--- src/assert_macros.svh ---
// Assertion helpers shared by the RTL.
`ifndef ASSERT_MACROS_SVH
`define ASSERT_MACROS_SVH

// Same-cycle implication, disabled while reset is asserted.
`define ASSERT_IMP(lbl, clk, rst_n, ante, cons) \
	lbl: assert property (@(posedge clk) disable iff (!rst_n) (ante) |-> (cons)) \
		else $error("implication check failed");

// Next-cycle implication, disabled while reset is asserted.
`define ASSERT_NXT(lbl, clk, rst_n, ante, cons) \
	lbl: assert property (@(posedge clk) disable iff (!rst_n) (ante) |=> (cons)) \
		else $error("next-cycle check failed");

`endif

--- src/cvp_pkg.sv ---
package cvp_pkg;

	localparam int COORD_BITS_DEF = 16;
	// wide enough for coordinate plus window width without wrap
	localparam int WIDE = 17;

	// register indexes
	localparam logic [2:0] REG_DESK_WIDTH     = 3'd0;
	localparam logic [2:0] REG_DESK_HEIGHT    = 3'd1;
	localparam logic [2:0] REG_VISIBLE_WIDTH  = 3'd2;
	localparam logic [2:0] REG_VISIBLE_HEIGHT = 3'd3;
	localparam logic [2:0] REG_PIXEL_FORMAT   = 3'd4;
	localparam logic [2:0] REG_HEAD_MODE      = 3'd5;
	localparam logic [2:0] REG_CURSOR_HOTSPOT = 3'd6;
	localparam logic [2:0] REG_CRTCS_SWAPPED  = 3'd7;

	// pixel formats
	localparam logic [2:0] FMT_PAL8  = 3'd0;
	localparam logic [2:0] FMT_RGB15 = 3'd1;
	localparam logic [2:0] FMT_RGB16 = 3'd2;
	localparam logic [2:0] FMT_RGB32 = 3'd3;

	// head modes
	localparam logic [1:0] HEAD_SINGLE      = 2'd0;
	localparam logic [1:0] HEAD_DUAL_ON     = 2'd1;
	localparam logic [1:0] HEAD_DUAL_SWITCH = 2'd2;

	// start alignment masks
	localparam logic [4:0] GRAN_DUAL       = 5'h1f;
	localparam logic [4:0] GRAN_DUAL_RGB32 = 5'h0f;
	localparam logic [4:0] GRAN_PAL8       = 5'h07;
	localparam logic [4:0] GRAN_RGB16      = 5'h03;
	localparam logic [4:0] GRAN_RGB32      = 5'h01;

	typedef struct packed {
		logic [13:0] desk_width;
		logic [13:0] desk_height;
		logic [12:0] visible_width;
		logic [12:0] visible_height;
		logic [2:0]  pixel_format;
		logic [1:0]  head_mode;
		logic [11:0] cursor_hotspot;
		logic        crtcs_swapped;
	} cvp_cfg_t;

	typedef struct packed {
		logic [15:0] pos_x;
		logic [15:0] pos_y;
	} cvp_in_t;

	typedef struct packed {
		logic signed [15:0] screen_x;
		logic signed [15:0] screen_y;
		logic [15:0]        start_x;
		logic [15:0]        start_y;
		logic               start_moved;
	} cvp_out_t;

endpackage

--- src/cursor_viewport_pan_top.sv ---
// Channel    Direction  Handshake                  Payload
// cursor     in         cursor_valid/cursor_ready  cvp_in_t  (pos_x, pos_y)
// pan        out        pan_valid/pan_ready        cvp_out_t (screen, start, moved)
// cfg        in         cfg_we                     cfg_index, cfg_data
//
// Each transaction passes through the input register and then the result
// register; throughput is one transaction per cycle while pan_ready stays high,
// with the pan update on the two start registers committed on each advance.
// Reset clears the start registers and loads the configuration defaults.
// A stalled result holds in the result register while the input register
// keeps one more transaction; cursor_ready drops only when both are full.
`include "assert_macros.svh"

module cursor_viewport_pan_top #(
	parameter int COORD_BITS = cvp_pkg::COORD_BITS_DEF
) (
	input  logic              clk,
	input  logic              arst_n,
	input  logic              cursor_valid,
	output logic              cursor_ready,
	input  cvp_pkg::cvp_in_t  cursor,
	output logic              pan_valid,
	input  logic              pan_ready,
	output cvp_pkg::cvp_out_t pan,
	input  logic              cfg_we,
	input  logic [2:0]        cfg_index,
	input  logic [13:0]       cfg_data
);
	import cvp_pkg::*;

	cvp_cfg_t cfg_q;
	cvp_in_t  item_s1;
	logic     valid_s1;
	cvp_out_t result;
	cvp_out_t pan_q;
	logic     pan_valid_q;
	logic     advance;

	// configuration registers; the user must write them only while idle, not enforced here
	always_ff @(posedge clk or negedge arst_n) begin
		if (!arst_n) begin
			cfg_q.desk_width     <= 14'd1024;
			cfg_q.desk_height    <= 14'd768;
			cfg_q.visible_width  <= 13'd1024;
			cfg_q.visible_height <= 13'd768;
			cfg_q.pixel_format   <= FMT_RGB32;
			cfg_q.head_mode      <= HEAD_SINGLE;
			cfg_q.cursor_hotspot <= '0;
			cfg_q.crtcs_swapped  <= 1'b0;
		end else if (cfg_we) begin
			case (cfg_index)
				REG_DESK_WIDTH:     cfg_q.desk_width     <= cfg_data;
				REG_DESK_HEIGHT:    cfg_q.desk_height    <= cfg_data;
				REG_VISIBLE_WIDTH:  cfg_q.visible_width  <= cfg_data[12:0];
				REG_VISIBLE_HEIGHT: cfg_q.visible_height <= cfg_data[12:0];
				REG_PIXEL_FORMAT:   cfg_q.pixel_format   <= cfg_data[2:0];
				REG_HEAD_MODE:      cfg_q.head_mode      <= cfg_data[1:0];
				REG_CURSOR_HOTSPOT: cfg_q.cursor_hotspot <= cfg_data[11:0];
				REG_CRTCS_SWAPPED:  cfg_q.crtcs_swapped  <= cfg_data[0];
				default: ;
			endcase
		end
	end

	// advance the held transaction when the result register is free or draining
	assign advance      = valid_s1 && (!pan_valid_q || pan_ready);
	assign cursor_ready = !valid_s1 || advance;

	always_ff @(posedge clk or negedge arst_n) begin
		if (!arst_n) begin
			valid_s1 <= 1'b0;
		end else if (cursor_ready) begin
			valid_s1 <= cursor_valid;
		end
	end

	always_ff @(posedge clk) begin
		if (cursor_ready && cursor_valid) begin
			item_s1 <= cursor;
		end
	end

	cvp_pan_core #(
		.COORD_BITS(COORD_BITS)
	) u_core (
		.clk     (clk),
		.arst_n  (arst_n),
		.advance (advance),
		.cfg     (cfg_q),
		.item    (item_s1),
		.result  (result)
	);

	// result register: load on advance, drop once taken
	always_ff @(posedge clk or negedge arst_n) begin
		if (!arst_n) begin
			pan_valid_q <= 1'b0;
		end else if (advance) begin
			pan_valid_q <= 1'b1;
		end else if (pan_ready) begin
			pan_valid_q <= 1'b0;
		end
	end

	always_ff @(posedge clk) begin
		if (advance) begin
			pan_q <= result;
		end
	end

	assign pan_valid = pan_valid_q;
	assign pan       = pan_q;

	`ASSERT_NXT(a_advance_fills, clk, arst_n, advance, pan_valid_q)
	`ASSERT_IMP(a_ready_only_full, clk, arst_n, !cursor_ready,
		valid_s1 && pan_valid_q && !pan_ready)
	`ASSERT_NXT(a_s1_holds, clk, arst_n, valid_s1 && !advance,
		valid_s1 && $stable(item_s1))

endmodule

--- src/cvp_pan_core.sv ---
module cvp_pan_core #(
	parameter int COORD_BITS = cvp_pkg::COORD_BITS_DEF
) (
	input  logic               clk,
	input  logic               arst_n,
	input  logic               advance,
	input  cvp_pkg::cvp_cfg_t  cfg,
	input  cvp_pkg::cvp_in_t   item,
	output cvp_pkg::cvp_out_t  result
);
	import cvp_pkg::*;

	localparam int CB = COORD_BITS;

	function automatic logic [4:0] granule(input logic [2:0] fmt, input logic [1:0] hm);
		logic [4:0] g;
		if (hm != HEAD_SINGLE) begin
			g = (fmt == FMT_RGB32) ? GRAN_DUAL_RGB32 : GRAN_DUAL;
		end else begin
			case (fmt) inside
				FMT_RGB15, FMT_RGB16: g = GRAN_RGB16;
				FMT_RGB32:            g = GRAN_RGB32;
				default:              g = GRAN_PAL8;
			endcase
		end
		return g;
	endfunction

	logic [CB-1:0]   h_start_q, v_start_q;
	logic [CB-1:0]   x_c, y_c, hds_n, vds_n, h_al, h_back, sx_raw, sx, sy;
	logic [WIDE-1:0] vw_m1, vh_m1, x_w, y_w, win_w, adj_w, h_step, v_step;
	logic [13:0]     win;
	logic [4:0]      adj;
	logic            dual_wide;

	always_comb begin
		// clamp to the virtual desktop; a zero size clamps to all ones
		vw_m1 = WIDE'(cfg.desk_width) - WIDE'(1);
		vh_m1 = WIDE'(cfg.desk_height) - WIDE'(1);
		x_c = (WIDE'(item.pos_x[CB-1:0]) >= WIDE'(cfg.desk_width)) ?
			vw_m1[CB-1:0] : item.pos_x[CB-1:0];
		y_c = (WIDE'(item.pos_y[CB-1:0]) >= WIDE'(cfg.desk_height)) ?
			vh_m1[CB-1:0] : item.pos_y[CB-1:0];
		x_w = WIDE'(x_c);
		y_w = WIDE'(y_c);

		adj   = granule(cfg.pixel_format, cfg.head_mode);
		adj_w = WIDE'(adj);
		dual_wide = (cfg.head_mode == HEAD_DUAL_ON) || (cfg.head_mode == HEAD_DUAL_SWITCH);
		win   = dual_wide ? {cfg.visible_width, 1'b0} : {1'b0, cfg.visible_width};
		win_w = WIDE'(win);

		// horizontal pan, aligned up to the granule, back one granule at the edge
		h_step = (x_w - win_w + WIDE'(1) + adj_w) & ~adj_w;
		h_al   = h_step[CB-1:0];
		h_back = h_al - (CB'(adj) + CB'(1));
		if (x_w >= win_w + WIDE'(h_start_q)) begin
			hds_n = (WIDE'(h_al) + win_w > WIDE'(cfg.desk_width)) ? h_back : h_al;
		end else if (x_c < h_start_q) begin
			hds_n = x_c & ~CB'(adj);
		end else begin
			hds_n = h_start_q;
		end

		// vertical pan
		v_step = y_w - WIDE'(cfg.visible_height) + WIDE'(1);
		if (y_w >= WIDE'(cfg.visible_height) + WIDE'(v_start_q)) begin
			vds_n = v_step[CB-1:0];
		end else if (y_c < v_start_q) begin
			vds_n = y_c;
		end else begin
			vds_n = v_start_q;
		end

		sx_raw = x_c - (hds_n + CB'(cfg.cursor_hotspot[5:0]));
		sx     = cfg.crtcs_swapped ? sx_raw - CB'(cfg.visible_width) : sx_raw;
		sy     = y_c - (vds_n + CB'(cfg.cursor_hotspot[11:6]));

		result.screen_x    = 16'(sx);
		result.screen_y    = 16'(sy);
		result.start_x     = 16'(hds_n);
		result.start_y     = 16'(vds_n);
		result.start_moved = (hds_n != h_start_q) || (vds_n != v_start_q);
	end

	// commit the panned start together with the result register
	always_ff @(posedge clk or negedge arst_n) begin
		if (!arst_n) begin
			h_start_q <= '0;
			v_start_q <= '0;
		end else if (advance) begin
			h_start_q <= hds_n;
			v_start_q <= vds_n;
		end
	end

endmodule

--- config.mk ---
export PLATFORM = sky130hd
export DESIGN_NAME = cursor_viewport_pan_top
export DESIGN_NICKNAME = d
export VERILOG_FILES = /design/src/cvp_pkg.sv /design/src/cursor_viewport_pan_top.sv /design/src/cvp_pan_core.sv
export VERILOG_INCLUDE_DIRS = /design/src /design/src/src
export SDC_FILE = /design/constraint.sdc
export NUM_CORES = 1
export LEC_CHECK = 0
export BUFFER_PORTS_ARGS = -buffer_cell sky130_fd_sc_hd__clkbuf_2
export CAP_MARGIN = 30
export CORE_MARGIN = 8
export CORE_UTILIZATION = 57
export CTS_CLUSTER_SIZE = 12
export DETAILED_ROUTE_END_ITERATION = 7
export PLACE_DENSITY_LB_ADDON = 0.1
export SLEW_MARGIN = 20
export SYNTH_ARGS = -nofsm -noshare
export SYNTH_HDL_FRONTEND = slang
export SYNTH_SLANG_ARGS = --single-unit
--- constraint.sdc ---
create_clock -name clk -period 11.8 [get_ports clk]
set_input_delay 1.18 -clock clk [delete_from_list [all_inputs] [get_ports clk]]
set_output_delay 1.18 -clock clk [all_outputs]
set_load 0.05 [all_outputs]
==> run summary <==
final RePlAce weighted congestion - 0.969
hold endpoint - pan_valid
post-synthesis adder-cell area fraction - 0.197
launch point of the worst path - cfg_q[68]
fraction of layout cells with a size suffix above 1 - 0.158
xor and xnor fraction of the mapped netlist area - 0.0833
Layout Utilization - 0.653
vias in the first global route - 15100
register-to-register setup slack - 0.42 ns
reg2reg end - pan[64]
wire per inst - 19.6 um
clock skew - 0.0301 ns
Top FF cell, synth - dfrtp_1
final setup vio count - 0
TritonCTS sink count - 203
final max-slew violation count - 0
Yosys top cell by area - ha_1
CTS Buffer Depth - 3
later-pin clock latency in the skew report - 0.56 ns
Die X-Extent - 198 um
Post-Route WL - 53100 um
Starting Density - 0.578
Mapped Cells - 2095
Top cell by count, worst path - ha_1
pin count of the biggest net entering global routing - 71
yosys warns - 0
WS Path Type - flip-flop to flip-flop
FP Rows - 66
Pre-antenna DRT Iters - 5
synthesized cell area - 18800 sq um
Commonest cells post-synth - 267 x ha_1, 238 x inv_1, 188 x nand2_1, 165 x o21ai_0, 135 x xnor2_1
# IOs - 121
Net Count, Synth - 2434
grt ovf - 0
post-synthesis mux area share - 0.0461
Reg clk slew, reported paths - 0.06 ns
EDFF count, synth - 97
Req. time, crit path - 12.23 ns
slowest stage delay, CP - 0.57 ns
die area - 39100 sq um
final worst path period need - 11.38 ns
worst r2r src - cfg_q[68]
largest family of logic cells by synthesized area - adder cells
post-DP HPWL - 42600 um
# nets final - 2591
compound-cell area share of the yosys netlist - 0.173
routed vias - 15900
Arr. time, crit path - 11.81 ns
die height - 198 um
GR Util met1 - 0.398
Max Clk Rate - 0.0879 GHz
status - finished clean
antenna violations before repair - 0
main area contributors after synthesis - ha_1 18%, edfxtp_1 15%, dfrtp_1 13%, xnor2_1 6.3%, inv_1 4.7%
met3 Use GR - 0.0567
worst r2r path cells - 50
Critical Path Fanout Max - 14
post-synthesis simple-gate area fraction - 0.146
TritonCTS buffer count - 25
Synth-to-Final Area Change - 12.9%
ys async rst share - 0.522
DRC viols - 0
Avg Cell Area, Syn - 8.98 sq um
CTS H-Tree Depth - 1
register area share after synthesis - 0.296
Antenna Nets Post-Route - 0
vias per cell - 5.84
Max-slew headroom - 0.371
final period utilization - 0.964
CP max-delay cell - or4_1
Worst Tran Pin Value - 0.934 ns
CTS tree - done
crit path capture type - flip-flop
Tot GR Track Use - 0.268
Worst setup SP type - flip-flop
Fin. Hold Viols - 0
most numerous cell in the Yosys netlist - ha_1
HP Class - flip-flop to flip-flop
max cap viols - 0
top cell type's share of synthesized area - 0.177
Hold Path Origin - valid_s1
I/O Buffers - 120
hold buffers post-CTS - 0
Root Buffer - clkbuf_16
unique cell type count in the Yosys netlist - 97
Iteration-0 DRC Markers - 1149
total core area - 32500 sq um
GR peak layer - met1
Hold Path Depth - 1
flops & latches, synth - 203
GRT met2 Usage - 0.385
diode count - 0
first-pass GRT wire length - 82700 um
## sequential cells by signal, summed over array words and instances (netlist names)
register          count
pan                  65
pan_valid             1
cfg_q                72
u_core.v_start_q     16
u_core.h_start_q     16
valid_s1              1
item_s1              32
## timing repair
item / 4_1_cts / 5_1_grt
buffers inserted: 0 / 2
gates resized for setup: 2 / 41
pin swaps: 0 / 9
hold endpoints to repair: 0 / 0
gates cloned: 0 / 0
setup endpoints to repair: 1 / 6
## worst max-delay path by stage
stage / end / slack [ns] / depth (start not counted)
3_3_place_gp: pan[64] / 0.19 / 53
2_1_floorplan: pan[64] / 0.62 / 52
3_5_place_dp: pan[64] / -0.14 / 53
4_1_cts: pan[64] / 0.04 / 53
6_report: pan[64] / 0.42 / 50
5_1_grt: pan[64] / -0.16 / 53
## metal layers
| layer | vias to the layer above | routed length, um |
|---|---|---|
| li1 | 7773 | - |
| met1 | 7439 | 25100 |
| met2 | 562 | 21500 |
| met3 | 83 | 4810 |
| met4 | 0 | 1650 |
| met5 | - | 0 |
## logic make-up (layout without fill, tap and decap cells)
logic type                 after synthesis  count (layout)
and+or+nand+nor                        555             555
AOI/OAI and AO/OA                      510             510
buffers and inverters                  290             466
adders and majority gates              285             285
DFF                                    203             203
xor gates and xnor gates               172             172
muxes                                   80              80
## critical path, delay by kind of cell, from the launching register on
family / cells / cell delay (ns)
xor gates and xnor gates: 4 / 0.59
DFF: 1 / 0.55
AOI/OAI and AO/OA: 21 / 4.01
and+or+nand+nor: 14 / 3.20
adders and majority gates: 8 / 2.45
buffers and inverters: 3 / 0.46
## cell usage in the layout, fill, tap and decap left out, drive strengths merged, types with 12 or more instances in the layout
master  count
ha        267
inv       241
nand2     188
o21ai     172
clkbuf    151
xnor2     137
a21oi     134
nor2      116
dfrtp      98
edfxtp     97
buf        61
mux2       53
nor3       40
a21o       36
nand3      35
xor2       33
mux2i      27
nand2b     24
o21bai     23
nor4       22
nand4      21
nor2b      21
and3       18
fa         18
a211oi     18
o211ai     16
o21a       15
a31oi      15
or4        12
or3        12
## through the flow
step	TNS [ns]	setup slack (ns)	cell area, sq um	std cells	hold WS (ns)
floorplan	0	0.616	18800	2095	0.457
global placement	0	0.192	20200	2663	0.486
detailed placement	-0.137	-0.137	20200	2664	0.491
CTS	0	0.0389	21100	2710	0.498
global route	-0.231	-0.164	21200	2713	0.534
finish	0	0.419	21200	2713	0.496
## area by class of cell
cell class	count	area, sq um
clock buffer	32	672
clock inverter	14	160
fill	2808	11300
inverter	240	903
multi-input combinational	1602	12300
sequential	203	5580
tap	442	553
timing repair buffer	180	1070
Power is left out: the tool's default activity adds up to more than one toggle a clock period on the data nets, which glitch-free logic cannot reach.
